[src/design/ftsf_pkg.sv]
// ----------------------------------------------------------------------------
// ftsf_pkg: shared types and constants
// fixed coefficients, gain limits, register indexes, sequencer states
// ----------------------------------------------------------------------------
`default_nettype none

package ftsf_pkg;

    // one-pole coefficients, Q0.16
    localparam logic [15:0] ALPHA_POS  = 16'd7864;
    localparam logic [15:0] ALPHA_NEG  = 16'd5243;

    // gain limits, Q2.14
    localparam logic [15:0] GAIN_MIN   = 16'd8192;
    localparam logic [15:0] GAIN_MAX   = 16'd32768;
    localparam logic [15:0] GAIN_UNITY = 16'd16384;
    localparam logic [15:0] STEP_MAX   = 16'd32768;
    localparam logic [15:0] STEP_RST   = 16'd16;

    // half a semitone in sixteenths
    localparam logic signed [8:0] BYPASS_LIM = 9'sd8;

    // width of the serial multiplier's unsigned operand
    localparam int MUL_B_W = 16;

    typedef enum logic [1:0] {
        CFG_SHIFT       = 2'd0,
        CFG_GAIN_TARGET = 2'd1,
        CFG_RAMP_STEP   = 2'd2,
        CFG_CHANNELS    = 2'd3
    } cfg_idx_t;

    typedef enum logic [2:0] {
        ST_IDLE,
        ST_RAMP,
        ST_W1,
        ST_LP,
        ST_W2,
        ST_W3,
        ST_FIN
    } state_t;

    // status of a serial arithmetic unit
    typedef struct packed {
        logic busy;
        logic done;
    } unit_stat_t;

endpackage

`default_nettype wire

[src/design/ftsf_smul.sv]
// ----------------------------------------------------------------------------
// ftsf_smul: bit-serial multiplier
// signed multiplicand times unsigned multiplier, one multiplier bit a cycle
// ----------------------------------------------------------------------------
`default_nettype none

module ftsf_smul
    import ftsf_pkg::*;
#(
    parameter int WA = 25
)
(
    input  wire                           clk,
    input  wire                           rst_n,
    input  wire                           start,
    input  wire  signed [WA-1:0]          a,
    input  wire         [MUL_B_W-1:0]     b,
    output unit_stat_t                    stat,
    output logic signed [WA+MUL_B_W-1:0]  p
);

    localparam int CNT_W = $clog2(MUL_B_W);

    logic signed [WA:0]       hi_reg;
    logic signed [WA:0]       hi_next;
    logic [MUL_B_W-1:0]       lo_reg;
    logic [MUL_B_W-1:0]       lo_next;
    logic signed [WA-1:0]     a_reg;
    logic [CNT_W-1:0]         cnt_reg;
    logic                     busy_reg;
    logic                     done_reg;
    logic signed [WA:0]       sum;

    // partial sum of one step, then shift right by one
    always_comb
    begin
        sum     = hi_reg + (lo_reg[0] ? (WA+1)'(a_reg) : '0);
        hi_next = {sum[WA], sum[WA:1]};
        lo_next = {sum[0], lo_reg[MUL_B_W-1:1]};
    end

    always_ff @(posedge clk or negedge rst_n)
    begin
        if (!rst_n)
        begin
            busy_reg <= 1'b0;
            done_reg <= 1'b0;
            cnt_reg  <= '0;
        end
        else
        begin
            done_reg <= 1'b0;
            if (start)
            begin
                busy_reg <= 1'b1;
                cnt_reg  <= '0;
            end
            else if (busy_reg)
            begin
                cnt_reg <= cnt_reg + 1'b1;
                if (cnt_reg == CNT_W'(MUL_B_W - 1))
                begin
                    busy_reg <= 1'b0;
                    done_reg <= 1'b1;
                end
            end
        end
    end

    always_ff @(posedge clk)
    begin
        if (start)
        begin
            hi_reg <= '0;
            lo_reg <= b;
            a_reg  <= a;
        end
        else if (busy_reg)
        begin
            hi_reg <= hi_next;
            lo_reg <= lo_next;
        end
    end

    assign stat.busy = busy_reg;
    assign stat.done = done_reg;
    assign p         = {hi_reg[WA-1:0], lo_reg};

endmodule

`default_nettype wire

[src/design/ftsf_sdiv.sv]
// ----------------------------------------------------------------------------
// ftsf_sdiv: bit-serial reciprocal of the gain
// restoring division of 2^28 + g/2 by g, one quotient bit a cycle
// ----------------------------------------------------------------------------
`default_nettype none

module ftsf_sdiv
    import ftsf_pkg::*;
(
    input  wire                 clk,
    input  wire                 rst_n,
    input  wire                 start,
    input  wire  [15:0]         divisor,
    output unit_stat_t          stat,
    output logic [15:0]         quotient
);

    logic [15:0] rem_reg;
    logic [15:0] num_reg;
    logic [15:0] q_reg;
    logic [15:0] d_reg;
    logic [3:0]  cnt_reg;
    logic        busy_reg;
    logic        done_reg;
    logic [16:0] trial;
    logic        fits;

    always_comb
    begin
        trial = {rem_reg, num_reg[15]};
        fits  = (trial >= {1'b0, d_reg});
    end

    always_ff @(posedge clk or negedge rst_n)
    begin
        if (!rst_n)
        begin
            busy_reg <= 1'b0;
            done_reg <= 1'b0;
            cnt_reg  <= '0;
        end
        else
        begin
            done_reg <= 1'b0;
            if (start)
            begin
                busy_reg <= 1'b1;
                cnt_reg  <= '0;
            end
            else if (busy_reg)
            begin
                cnt_reg <= cnt_reg + 1'b1;
                if (cnt_reg == 4'd15)
                begin
                    busy_reg <= 1'b0;
                    done_reg <= 1'b1;
                end
            end
        end
    end

    // upper numerator bits are 2^12, always below the divisor
    always_ff @(posedge clk)
    begin
        if (start)
        begin
            rem_reg <= 16'd4096;
            num_reg <= {1'b0, divisor[15:1]};
            d_reg   <= divisor;
            q_reg   <= '0;
        end
        else if (busy_reg)
        begin
            rem_reg <= fits ? 16'(trial - {1'b0, d_reg}) : trial[15:0];
            num_reg <= {num_reg[14:0], 1'b0};
            q_reg   <= {q_reg[14:0], fits};
        end
    end

    assign stat.busy = busy_reg;
    assign stat.done = done_reg;
    assign quotient  = q_reg;

endmodule

`default_nettype wire

[src/design/formant_tilt_shelf_filter_top.sv]
// ----------------------------------------------------------------------------
// formant_tilt_shelf_filter_top: per-channel one-pole tilt shelving filter
// splits each sample into low and high bands, weights them by 1/gain and
// gain, ramps the gain toward its target, passes through when settled
// ----------------------------------------------------------------------------
//
//  channel   direction  signals                          payload
//  s_        in         s_tvalid s_tready s_tdata        sample_in [15:0]
//  m_        out        m_tvalid m_tready m_tdata        sample_out [15:0]
//  cfg_      in         cfg_valid cfg_ready cfg_index    register write
//                       cfg_data
//
//  a passed-through sample goes from the idle state straight to the final
//  state, where it is loaded into the output register; a filtered sample takes
//  three 16-step passes of the shared bit-serial multiplier plus sequencing
//  (the reciprocal runs alongside the first one)
//  one sample is in work at a time; s_tready is high only while idle, so the
//  next request waits until the cycle after the output register is loaded
//  a full output register stalls the sequencer in its final state
//  reset clears the channel memories through their valid bits, the gain
//  goes to unity and the channel counter to zero; no clearing pass
//
`default_nettype none

module formant_tilt_shelf_filter_top
    import ftsf_pkg::*;
#(
    parameter int MAX_CHANNELS    = 8,
    parameter int STATE_FRAC_BITS = 8
)
(
    input  wire         clk,
    input  wire         rst_n,

    input  wire         s_tvalid,
    output logic        s_tready,
    input  wire  [15:0] s_tdata,      // [15:0] sample_in

    output logic        m_tvalid,
    input  wire         m_tready,
    output logic [15:0] m_tdata,      // [15:0] sample_out

    input  wire         cfg_valid,
    output logic        cfg_ready,
    input  wire  [1:0]  cfg_index,
    input  wire  [15:0] cfg_data
);

    // widths that follow from the state format
    localparam int F     = STATE_FRAC_BITS;
    localparam int MW    = 16 + F;          // lowpass memory word
    localparam int DW    = MW + 1;          // band difference
    localparam int PW    = DW + MUL_B_W;    // product
    localparam int AW    = PW + 1;          // sum of both products
    localparam int SH    = F + 14;          // output scaling
    localparam int RW    = AW - SH;         // scaled result
    localparam int CW    = (MAX_CHANNELS > 1) ? $clog2(MAX_CHANNELS) : 1;
    localparam logic [5:0] MAXC = 6'(MAX_CHANNELS);
    localparam logic signed [AW-1:0] BIAS = AW'((64'd1 << SH) - 64'd1);
    localparam logic signed [RW-1:0] SAT_HI = RW'(32767);
    localparam logic signed [RW-1:0] SAT_LO = RW'(-32768);

    // configuration registers
    logic signed [8:0]  shift_reg;
    logic [15:0]        target_reg;
    logic [15:0]        step_reg;
    logic [3:0]         chan_reg;

    // channel state
    logic [MW-1:0]           mem_reg   [MAX_CHANNELS];
    logic [MAX_CHANNELS-1:0] valid_reg;
    logic [CW-1:0]           pos_reg;
    logic [15:0]             gain_reg;

    // per-sample working registers
    state_t              state_reg;
    state_t              state_next;
    logic signed [15:0]  x_reg;
    logic [CW-1:0]       c_reg;
    logic signed [MW-1:0] m_reg;
    logic signed [MW-1:0] lp_reg;
    logic                bypass_reg;
    logic [15:0]         alpha_reg;
    logic signed [PW-1:0] prod_reg;
    logic signed [AW-1:0] acc_reg;

    // output register
    logic                out_valid_reg;
    logic [15:0]         out_data_reg;

    // combinational
    logic [5:0]          nch;
    logic [CW-1:0]       c_now;
    logic [CW-1:0]       pos_after;
    logic [15:0]         target_eff;
    logic [15:0]         step_eff;
    logic                shift_small;
    logic                bypass_now;
    logic [15:0]         gain_new;
    logic [16:0]         gain_gap;
    logic signed [MW-1:0] xs;
    logic signed [DW-1:0] diff;
    logic signed [DW-1:0] hp;
    logic [DW-1:0]       lp_sum;
    logic signed [AW-1:0] rnd;
    logic signed [RW-1:0] scaled;
    logic [15:0]         sat_out;
    logic                accept;
    logic                out_free;
    logic                cfg_we;

    // serial unit hookup
    logic                mul_start;
    logic signed [DW-1:0] mul_a;
    logic [15:0]         mul_b;
    unit_stat_t          mul_st;
    logic signed [PW-1:0] mul_p;
    logic                div_start;
    unit_stat_t          div_st;
    logic [15:0]         inv;

    function automatic logic [5:0] eff_count(input logic [3:0] cc);
        logic [5:0] v;
        begin
            v = 6'(cc);
            if (v == 6'd0)
                eff_count = 6'd1;
            else if (v > MAXC)
                eff_count = MAXC;
            else
                eff_count = v;
        end
    endfunction

    assign cfg_ready = 1'b1;
    assign cfg_we    = cfg_valid && cfg_ready;
    assign s_tready  = (state_reg == ST_IDLE);
    assign accept    = s_tvalid && s_tready;
    assign out_free  = !out_valid_reg || m_tready;
    assign m_tvalid  = out_valid_reg;
    assign m_tdata   = out_data_reg;

    // channel selection, stale positions restart at zero
    always_comb
    begin
        nch       = eff_count(chan_reg);
        c_now     = (6'(pos_reg) >= nch) ? '0 : pos_reg;
        pos_after = (6'(c_now) + 6'd1 >= nch) ? '0 : CW'(6'(c_now) + 6'd1);
    end

    // register clamps and bypass decision
    always_comb
    begin
        if (target_reg < GAIN_MIN)
            target_eff = GAIN_MIN;
        else if (target_reg > GAIN_MAX)
            target_eff = GAIN_MAX;
        else
            target_eff = target_reg;

        if (step_reg == 16'd0)
            step_eff = 16'd1;
        else if (step_reg > STEP_MAX)
            step_eff = STEP_MAX;
        else
            step_eff = step_reg;

        shift_small = (shift_reg >= -BYPASS_LIM) && (shift_reg <= BYPASS_LIM);
        bypass_now  = (gain_reg == target_eff) && shift_small;
    end

    // linear ramp without overshoot
    always_comb
    begin
        gain_gap = '0;
        gain_new = gain_reg;
        if (gain_reg < target_eff)
        begin
            gain_gap = 17'(target_eff) - 17'(gain_reg);
            gain_new = (gain_gap > 17'(step_eff)) ? 16'(gain_reg + step_eff) : target_eff;
        end
        else if (gain_reg > target_eff)
        begin
            gain_gap = 17'(gain_reg) - 17'(target_eff);
            gain_new = (gain_gap > 17'(step_eff)) ? 16'(gain_reg - step_eff) : target_eff;
        end
    end

    // band arithmetic
    always_comb
    begin
        xs     = MW'(x_reg) <<< F;
        diff   = DW'(xs) - DW'(m_reg);
        hp     = DW'(xs) - DW'(lp_reg);
        // m + floor((alpha*diff + 2^15) / 2^16)
        lp_sum = DW'(m_reg) + mul_p[PW-1:16] + DW'(mul_p[15]);
        // truncate toward zero, then saturate
        rnd    = acc_reg + (acc_reg[AW-1] ? BIAS : '0);
        scaled = rnd[AW-1:SH];
        if (scaled > SAT_HI)
            sat_out = SAT_HI[15:0];
        else if (scaled < SAT_LO)
            sat_out = SAT_LO[15:0];
        else
            sat_out = scaled[15:0];
    end

    // sequencer
    always_comb
    begin
        state_next = state_reg;
        mul_start  = 1'b0;
        mul_a      = diff;
        mul_b      = alpha_reg;
        div_start  = 1'b0;
        case (state_reg)
            ST_IDLE:
            begin
                if (accept)
                    state_next = bypass_now ? ST_FIN : ST_RAMP;
            end
            ST_RAMP:
            begin
                // low-band update and reciprocal run side by side
                mul_start  = 1'b1;
                div_start  = 1'b1;
                state_next = ST_W1;
            end
            ST_W1:
            begin
                if (mul_st.done)
                    state_next = ST_LP;
            end
            ST_LP:
            begin
                mul_start  = 1'b1;
                mul_a      = DW'(signed'(lp_sum[MW-1:0]));
                mul_b      = inv;
                state_next = ST_W2;
            end
            ST_W2:
            begin
                if (mul_st.done)
                begin
                    mul_start  = 1'b1;
                    mul_a      = hp;
                    mul_b      = gain_reg;
                    state_next = ST_W3;
                end
            end
            ST_W3:
            begin
                if (mul_st.done)
                    state_next = ST_FIN;
            end
            ST_FIN:
            begin
                if (out_free)
                    state_next = ST_IDLE;
            end
            default:
            begin
                state_next = ST_IDLE;
            end
        endcase
    end

    always_ff @(posedge clk or negedge rst_n)
    begin
        if (!rst_n)
            state_reg <= ST_IDLE;
        else
            state_reg <= state_next;
    end

    // configuration and channel bookkeeping
    always_ff @(posedge clk or negedge rst_n)
    begin
        if (!rst_n)
        begin
            shift_reg     <= '0;
            target_reg    <= GAIN_UNITY;
            step_reg      <= STEP_RST;
            chan_reg      <= 4'd1;
            valid_reg     <= '0;
            pos_reg       <= '0;
            gain_reg      <= GAIN_UNITY;
            bypass_reg    <= 1'b0;
            out_valid_reg <= 1'b0;
        end
        else
        begin
            if (cfg_we)
            begin
                case (cfg_idx_t'(cfg_index))
                    CFG_SHIFT:       shift_reg  <= signed'(cfg_data[8:0]);
                    CFG_GAIN_TARGET: target_reg <= cfg_data;
                    CFG_RAMP_STEP:   step_reg   <= cfg_data;
                    CFG_CHANNELS:
                    begin
                        chan_reg <= cfg_data[3:0];
                        // a new effective count drops all channel history
                        if (eff_count(cfg_data[3:0]) != nch)
                        begin
                            valid_reg <= '0;
                            pos_reg   <= '0;
                        end
                    end
                    default:
                    begin
                        shift_reg <= shift_reg;
                    end
                endcase
            end

            if (accept)
            begin
                pos_reg    <= pos_after;
                bypass_reg <= bypass_now;
            end

            if (state_reg == ST_RAMP)
                gain_reg <= gain_new;

            if (state_reg == ST_LP)
                valid_reg[c_reg] <= 1'b1;

            if (state_reg == ST_FIN && out_free)
                out_valid_reg <= 1'b1;
            else if (m_tready)
                out_valid_reg <= 1'b0;
        end
    end

    // payload registers
    always_ff @(posedge clk)
    begin
        if (accept)
        begin
            x_reg     <= signed'(s_tdata);
            c_reg     <= c_now;
            m_reg     <= valid_reg[c_now] ? signed'(mem_reg[c_now]) : '0;
            alpha_reg <= (shift_reg > 9'sd0) ? ALPHA_POS : ALPHA_NEG;
        end
        if (state_reg == ST_LP)
        begin
            lp_reg         <= signed'(lp_sum[MW-1:0]);
            mem_reg[c_reg] <= lp_sum[MW-1:0];
        end
        if (state_reg == ST_W2 && mul_st.done)
            prod_reg <= mul_p;
        if (state_reg == ST_W3 && mul_st.done)
            acc_reg <= AW'(prod_reg) + AW'(mul_p);
        if (state_reg == ST_FIN && out_free)
            out_data_reg <= bypass_reg ? x_reg : sat_out;
    end

    ftsf_smul #(
        .WA (DW)
    ) u_mul (
        .clk   (clk),
        .rst_n (rst_n),
        .start (mul_start),
        .a     (mul_a),
        .b     (mul_b),
        .stat  (mul_st),
        .p     (mul_p)
    );

    ftsf_sdiv u_div (
        .clk      (clk),
        .rst_n    (rst_n),
        .start    (div_start),
        .divisor  (gain_new),
        .stat     (div_st),
        .quotient (inv)
    );

    // the gain never leaves its legal range
    a_gain_range: assert property (@(posedge clk) disable iff (!rst_n)
        (gain_reg >= GAIN_MIN) && (gain_reg <= GAIN_MAX))
        else $error("gain out of range");

    // reciprocal is finished whenever the first product is
    a_div_ready: assert property (@(posedge clk) disable iff (!rst_n)
        (state_reg == ST_W1 && mul_st.done) |-> !div_st.busy)
        else $error("reciprocal not ready");

    // a bypassed sample goes straight to the output stage and keeps the gain
    a_bypass: assert property (@(posedge clk) disable iff (!rst_n)
        (accept && bypass_now) |=> (state_reg == ST_FIN && $stable(gain_reg)))
        else $error("bypass path disturbed");

    // the multiplier only reports completion while a product is awaited
    a_mul_done: assert property (@(posedge clk) disable iff (!rst_n)
        mul_st.done |-> (state_reg == ST_W1 || state_reg == ST_W2 || state_reg == ST_W3))
        else $error("unexpected multiplier completion");

endmodule

`default_nettype wire

[config.mk]
export PLATFORM = sky130hd
export DESIGN_NAME = formant_tilt_shelf_filter_top
export DESIGN_NICKNAME = d
export VERILOG_FILES = /design/src/design/ftsf_pkg.sv /design/src/design/ftsf_smul.sv /design/src/design/ftsf_sdiv.sv /design/src/design/formant_tilt_shelf_filter_top.sv
export SDC_FILE = /design/constraint.sdc
export NUM_CORES = 1
export LEC_CHECK = 0
export BUFFER_PORTS_ARGS = -buffer_cell sky130_fd_sc_hd__buf_2
export CORE_ASPECT_RATIO = 0.8
export CORE_UTILIZATION = 64
export CTS_CLUSTER_DIAMETER = 80
export DETAILED_ROUTE_END_ITERATION = 10
export GPL_TIMING_DRIVEN = 0
export PLACE_DENSITY = 0.81
export SYNTH_ARGS = -nofsm -noshare
export SYNTH_HDL_FRONTEND = slang
export SYNTH_SLANG_ARGS = --single-unit
[constraint.sdc]
create_clock -name clk -period 7.1 [get_ports clk]
set_input_delay 0.355 -clock clk [delete_from_list [all_inputs] [get_ports clk]]
set_output_delay 0.355 -clock clk [all_outputs]
set_load 0.03 [all_outputs]
==> results by group, run 1 <==
Status
  • Status: finished clean

Power and ir drop
  • Switch share: a little over two fifths
  • Maximum VDD drop: 0.269 mV
  • Comb power frac: a little over half
  • Clk pwr share: ~16%
  • Reg power frac: 30.6%
  • Pwr dens: 502 mW/mm2
  • Cell Int Power: between 10 and 15 mW
  • Net Sw Power: around 8.3 mW
  • Leakage: between 15 and 20 nW

Placed design
  • IO buf count: 56
  • Placer Congestion: approximately 1
  • Placed cell count: between 4000 and 5000
  • Post-DP HPWL: about 70000 um

STA
  • Tmin final: ~6.7 ns
  • RSZ-0062 raised after global routing: no
  • Slew HR: between 10 and 15%
  • Fmax: roughly 0.15 GHz
  • Fin. Hold Viols: 0
  • Worst-Margin Slew: approximately 1.3 ns
  • Final Cycle Share: between 90% and 100%
  • Setup-failing EPs final: 0
  • Max-slew violation count: 0
  • Hold_ws: 0.0144 ns
  • Skew final: 0.0183 ns

CTS
  • Clk_lat worst skew: 0.62 ns
  • Post-CTS setup repair buffer count: 0
  • Clock transition at path regs: approximately 0.060 ns
  • Max clock buf depth: 3
  • Root cell of the clock tree: clkbuf_16
  • CTS tree: built
  • # H-tree levels: 2
  • Clock sink total: around 580
  • Number of buffers created by CTS: 56

Global routing
  • Largest net degree at the start of global routing: 48
  • First-pass GRT wire length: roughly 140000 um
  • Initial antenna violation count: 0
  • Global-route usage over all layers: between 30% and 40%
  • Vias in the first global route: between 20000 and 30000
  • Gr ovfl total: 0

Floorplanning
  • I/O Pins: 58
  • Die Span Y: 208 um
  • Die width: approximately 260 um
  • Starting Density: 64.9%
  • Std cell rows: 75
  • Die area: 0.0541 mm2
  • Core outline area: 0.0525 mm2

Synthesis
  • Post-synth ARST share: between 10% and 20%
  • Post-synth EDFFs: about 430
  • Post-Syn Area: 0.0341 mm2
  • Yosys Warn Count: 0
  • Synth area leaders: edfxtp_1 (38%), ha_1 (9.7%), dfrtp_1 (6.2%), xnor2_1 (3.4%), dfxtp_1 (3.4%)
  • Post-synthesis net count: approximately 3600
  • Synth unique cells: between 80 and 90
  • Most used DFF post-synth: edfxtp_1
  • Synth top area share: between 30% and 40%
  • Avg Synthesized Cell Area: about 10 um2
  • Syn Inst Count: between 3000 and 4000
  • Synth area leader: edfxtp_1
  • Seq cells post-synth: 578
  • Seq/Total Area, Yosys: a little under half

Worst setup path
  • Worst path slowest cell: a311o_1
  • Max FO, Critical Path: 10
  • CP Class: reg -> reg
  • CP Capture Type: flop
  • Startpoint Class: flop
  • Worst stage delay on the critical path: approximately 0.46 ns
  • Critical path data required time: 7.46 ns
  • Most frequent CP cell: a21oi_1
  • CP arrival: roughly 7.1 ns

Detailed routing
  • Drt pass-1 iters: 6
  • DR vias: approximately 27000
  • DRC: 0
  • Via-per-instance ratio: 6.42
  • Remaining antenna violation count after routing: 0
  • WL final: between 90000 and 100000 um
  • Initial DRC Count: approximately 2800
  • Drt wl/cell: approximately 22 um

Layout
  • Most frequent cells in the layout: edfxtp_1 (432), nand2_1 (277), ha_1 (263), nor2_1 (261), inv_1 (206)
  • Share of cells above drive strength 1: roughly 8.6%
  • Final Non-Filler Cells: ~4200
  • Max FFs per register: about 190
  • Area growth, synth to finish: 10.7%
  • ANT cells: 0
  • Most common cell after layout, fill and taps aside: edfxtp_1
  • Nets: between 3000 and 4000

Flow run
  • Max Cap Violations: 0

Worst hold path
  • Hold Path Class: in -> reg
==> cell type report <==
class / count / area [um2]
multi-input combinational: 2347 / 16500
sequential: 578 / 16300
fill: 3655 / 14800
clock buffer: 81 / 1700
tap: 693 / 867
inverter: 210 / 788
timing repair buffer: 101 / 776
buffer: 123 / 494
clock inverter: 23 / 190
==> metrics by stage <==
step	worst slack (ns)	util (%)	power, mW	setup TNS, ns	cell area (um2)
6_report	0.409	71.9	18.9	0	37700
5_1_grt	0.0106	71.9	20.0	0	37700
4_1_cts	0.0445	71.8	18.6	0	37700
3_5_place_dp	-0.194	67.8	15.5	-1.38	35600
3_3_place_gp	-0.134	67.1	15.0	-0.650	35200
2_1_floorplan	1.66	-	12.6	0	34100
==> worst paths after layout <==
check	startpoint	endpoint	slack (ns)	cells after the start
setup / recovery	target_reg[3]	u_div.num_reg[13]	0.41	28
hold / removal	cfg_data[15]	target_reg[15]	0.01	2
setup reg to reg	target_reg[3]	u_div.num_reg[13]	0.41	28
hold reg to reg	valid_reg[1]	valid_reg[1]	0.47	1
max in group asynchronous	rst_n	gain_reg[14]	6.10	3
min in group asynchronous	rst_n	target_reg[0]	0.30	2
==> synth_stat cells (18+ instances only) <==
cell / count
xor2_1: 61
a21o_1: 89
o22ai_1: 18
nor2b_1: 39
xnor2_1: 133
clkbuf_1: 94
inv_1: 207
edfxtp_1: 432
and3_1: 20
mux2_2: 54
a31oi_1: 47
nand4_1: 25
mux2i_1: 110
a21oi_1: 209
dfrtp_1: 84
nor3_1: 48
ha_1: 263
o21bai_1: 21
nor4_1: 21
a211oi_1: 42
o21a_1: 46
and2_1: 34
nor2_1: 263
a221oi_1: 29
o21ai_0: 133
dfxtp_1: 58
nand3_1: 103
nand2_1: 277
nand2b_1: 34
==> layer usage <==
metal / vias up / track usage, % / share of wire (%)
met1: 12800 / 49.7 / 43
met5: - / 0 / 0
met4: 0 / 9.90 / 2.5
li1: 12300 / - / -
met2: 1392 / 52.9 / 45
met3: 206 / 6.31 / 10
==> cell families after synthesis <==
| logic type | count (synthesis) | share of synthesized area [%] |
|---|---|---|
| compound gates | 798 | 15.6 |
| xor+xnor | 194 | 4.99 |
| fa+ha+maj | 272 | 10.2 |
| buf+inv | 334 | 3.74 |
| flops | 578 | 48.0 |
| mux | 164 | 5.02 |
| other cells | 1 | 0.0110 |
| simple gates | 918 | 12.5 |
==> power by group through the flow <==
stage / clock network (mW) / logic [mW] / registers, mW
2_1_floorplan: 0 / 7.12 / 5.50
3_3_place_gp: 0 / 9.23 / 5.79
3_5_place_dp: 0 / 9.68 / 5.82
4_1_cts: 3.05 / 9.82 / 5.76
5_1_grt: 3.17 / 11.0 / 5.84
6_report: 3.03 / 10.1 / 5.80
==> critical path: cells and delay by family (launching register included) <==
kind / cells / cell delay (ns)
XOR/XNOR: 1 / 0.16
flip-flops: 1 / 0.41
AND/OR/NAND/NOR: 9 / 1.46
buffers and inverters: 4 / 1.00
AO/OA/AOI/OAI: 12 / 2.85
adder cells (fa/ha/maj): 2 / 0.54
==> repair_timing <==
action / 4_1_cts / 5_1_grt
endpoints found under the setup margin: 16 / 43
resized for setup: 5 / 11
hold buffers: 20 / 0
hold endpoints to repair: 66 / 0
Power figures use the tool's default switching activity.
==> run 2: changes to the inputs <==
==> constraint.sdc (replaced) <==
create_clock -name clk -period 6.3 [get_ports clk]
set_input_delay 0.945 -clock clk [delete_from_list [all_inputs] [get_ports clk]]
set_output_delay 0.945 -clock clk [all_outputs]
set_load 0.03 [all_outputs]
==> run 2 against run 1 <==
  * Sequential cell count unchanged
  * Clock skew up 0.0082 ns
  * Non-clock buffer count decreased by 17
  * Die area unchanged
  * Maximum frequency is 11% higher
  * Critical path depth unchanged
  * Critical path type unchanged
  * Highest routed layer unchanged
==> results by group, run 2 (synthesis results as in run 1) <==
Status
  • Status: finished clean

Layout
  • Most frequent cells in the layout: edfxtp_1 (432), nand2_1 (274), ha_1 (262), nor2_1 (261), inv_1 (206)
  • Area growth, synth to finish: 10.5%
  • Max FFs per register: 192 (unchanged)
  • Nets: 3711 (-0.46%)
  • Share of cells above drive strength 1: 9.32% (+0.74 points)
  • Most common cell after layout, fill and taps aside: edfxtp_1
  • Fill cells: 3653 (-0.055%)

Detailed routing
  • Drt wl/cell: 22.5 um (+0.31%)
  • Drt pass-1 iters: 8 (+2)
  • Initial DRC Count: 2900 (+2.5%)
  • DRC: 0 (unchanged)
  • Remaining antenna violation count after routing: 0 (unchanged)
  • WL final: 93100 um (about the same)
  • DR vias: 26600 (-0.51%)
  • Via-per-instance ratio: 6.41 (-0.13%)

Floorplanning
  • Core outline area: 0.0525 mm2 (unchanged)
  • Starting Density: 64.9% (unchanged)
  • Die width: 260 um (unchanged)
  • Die Span Y: 208 um (unchanged)
  • Std cell rows: 75 (unchanged)
  • Die area: 0.0541 mm2 (unchanged)
  • I/O Pins: 58 (unchanged)

Power and ir drop
  • Final Power: 21.5 mW (+14%)
  • Cell Int Power: 12.1 mW (+14%)
  • Reg power frac: 30.4% (-0.2 points)
  • Clk pwr share: 15.8% (-0.2 points)
  • Comb power frac: 53.8% (+0.4 points)
  • Maximum VDD drop: 0.304 mV (+13%)
  • Net Sw Power: 9.43 mW (+14%)
  • Leakage: 15.5 nW (-0.28%)
  • Switch share: 43.8% (-0.072 points)
  • Pwr dens: 572 mW/mm2 (+14%)

Worst setup path
  • Startpoint Class: flop
  • CP Class: reg -> reg
  • CP Capture Type: flop
  • CP arrival: 6.38 ns (-0.67 ns)
  • Critical path data required time: 6.66 ns (-0.80 ns)
  • Worst path slowest cell: dfrtp_1
  • Max FO, Critical Path: 10 (unchanged)
  • Worst stage delay on the critical path: 0.42 ns (-0.04 ns)
  • Most frequent CP cell: nand2_1

Global routing
  • First-pass GRT wire length: 143000 um (-0.39%)
  • Gr ovfl total: 0 (unchanged)
  • Largest net degree at the start of global routing: 48 (unchanged)
  • Global-route usage over all layers: 34.2% (-0.14 points)
  • Vias in the first global route: 26000 (-0.41%)
  • Initial antenna violation count: 2 (+2)

CTS
  • Number of buffers created by CTS: 56 (unchanged)
  • Clock transition at path regs: 0.06 ns (about the same)
  • # H-tree levels: 2 (unchanged)
  • Root cell of the clock tree: clkbuf_16
  • Max clock buf depth: 3 (unchanged)
  • Clock sink total: 578 (unchanged)
  • Hold Buf Count CTS: 0 (-100%)
  • CTS tree: built
  • Clk_lat worst skew: 0.62 ns (about the same)

STA
  • Final setup margin: 0.274 ns (-0.135 ns)
  • Max-slew violation count: 0 (unchanged)
  • Fmax: 0.166 GHz (+11%)
  • Worst-Margin Slew: 1.32 ns (-0.00948 ns)
  • Final Cycle Share: 95.6% (+1.4 points)
  • Setup tns final: 0 ns (unchanged)
  • Tmin final: 6.03 ns (-0.665 ns)
  • Slew HR: 12.1% (+0.63 points)
  • Setup-failing EPs final: 0 (unchanged)
  • Fin. Hold Viols: 0 (unchanged)
  • Skew final: 0.0265 ns (+0.00816 ns)

Placed design
  • Placer Congestion: 0.995 (unchanged)
  • Dpl ws: -0.994 ns (-0.800 ns)
  • IO buf count: 56 (unchanged)
  • Post-DP HPWL: 69900 um (unchanged)

Worst hold path
  • Hold Path Class: in -> async

Flow run
  • Max Cap Violations: 0 (unchanged)
run 2: area by class of cell:
| type | count | area (um2) | area share (%) |
|---|---|---|---|
| Clock buffer | 81 | 1700 | 4.52 |
| Tap cell | 693 | 867 | 2.30 |
| Clock inverter | 23 | 190 | 0.505 |
| Inverter | 210 | 788 | 2.09 |
| Buffer | 121 | 505 | 1.34 |
| Sequential cell | 578 | 16300 | 43.4 |
| Timing Repair Buffer | 86 | 613 | 1.63 |
| Antenna cell | 1 | 2.50 | 0.00665 |
| Multi-Input combinational cell | 2347 | 16600 | 44.2 |
run 2: timing repair:
item | CTS | global route
setup buffers | 0 | 5
pin swaps | 2 | 4
resized for setup | 17 | 27
hold endpoints to repair | 0 | 0
endpoints found under the setup margin | 46 | 47
run 2: metrics by stage:
stage                     instances  instance area, um2  hold slack (ns)  utilization (%)
after global routing           4140               37600            0.383             71.8
final                          4140               37600            0.348             71.8
after CTS                      4136               37500            0.356             71.5
after detailed placement       4033               35600            0.462             67.8
after floorplan                3259               34100            0.442                -
after global placement         4008               35200            0.454             67.1
run 2: power by group through the flow:
| stage | Combinational [mW] | Sequential, mW | Clock (mW) |
|---|---|---|---|
| 6_report | 11.6 | 6.54 | 3.41 |
| 3_5_place_dp | 10.9 | 6.56 | 0 |
| 3_3_place_gp | 10.4 | 6.52 | 0 |
| 4_1_cts | 11.1 | 6.49 | 3.44 |
| 5_1_grt | 12.6 | 6.58 | 3.57 |
| 2_1_floorplan | 8.02 | 6.20 | 0 |
run 2: worst max-delay path, delay by kind of cell, from the launching register on:
| family | cells | cell delay [ns] |
|---|---|---|
| and+or+nand+nor | 12 | 2.34 |
| buffers and inverters | 5 | 1.09 |
| DFF | 1 | 0.42 |
| xor gates and xnor gates | 1 | 0.17 |
| AOI/OAI and AO/OA | 8 | 1.31 |
| adders and majority gates | 2 | 0.44 |
run 2: path summary, 6_finish.rpt:
check	startpoint	to	slack, ns	cells past startpoint
max in group asynchronous	rst_n	gain_reg[14]	5.25	2
min reg2reg	valid_reg[1]	valid_reg[1]	0.47	1
max	target_reg[3]	u_div.num_reg[2]	0.27	28
min in group clk	valid_reg[1]	valid_reg[1]	0.47	1
max reg2reg	target_reg[3]	u_div.num_reg[2]	0.27	28
min	rst_n	target_reg[0]	0.35	1
run 2: metal layers:
layer | vias up | routed length [um] | track usage [%]
li1 | 12200 | - | -
met1 | 12900 | 40300 | 49.5
met2 | 1274 | 41700 | 52.6
met3 | 177 | 8870 | 6.35
met4 | 0 | 2290 | 9.98
met5 | - | 0 | 0
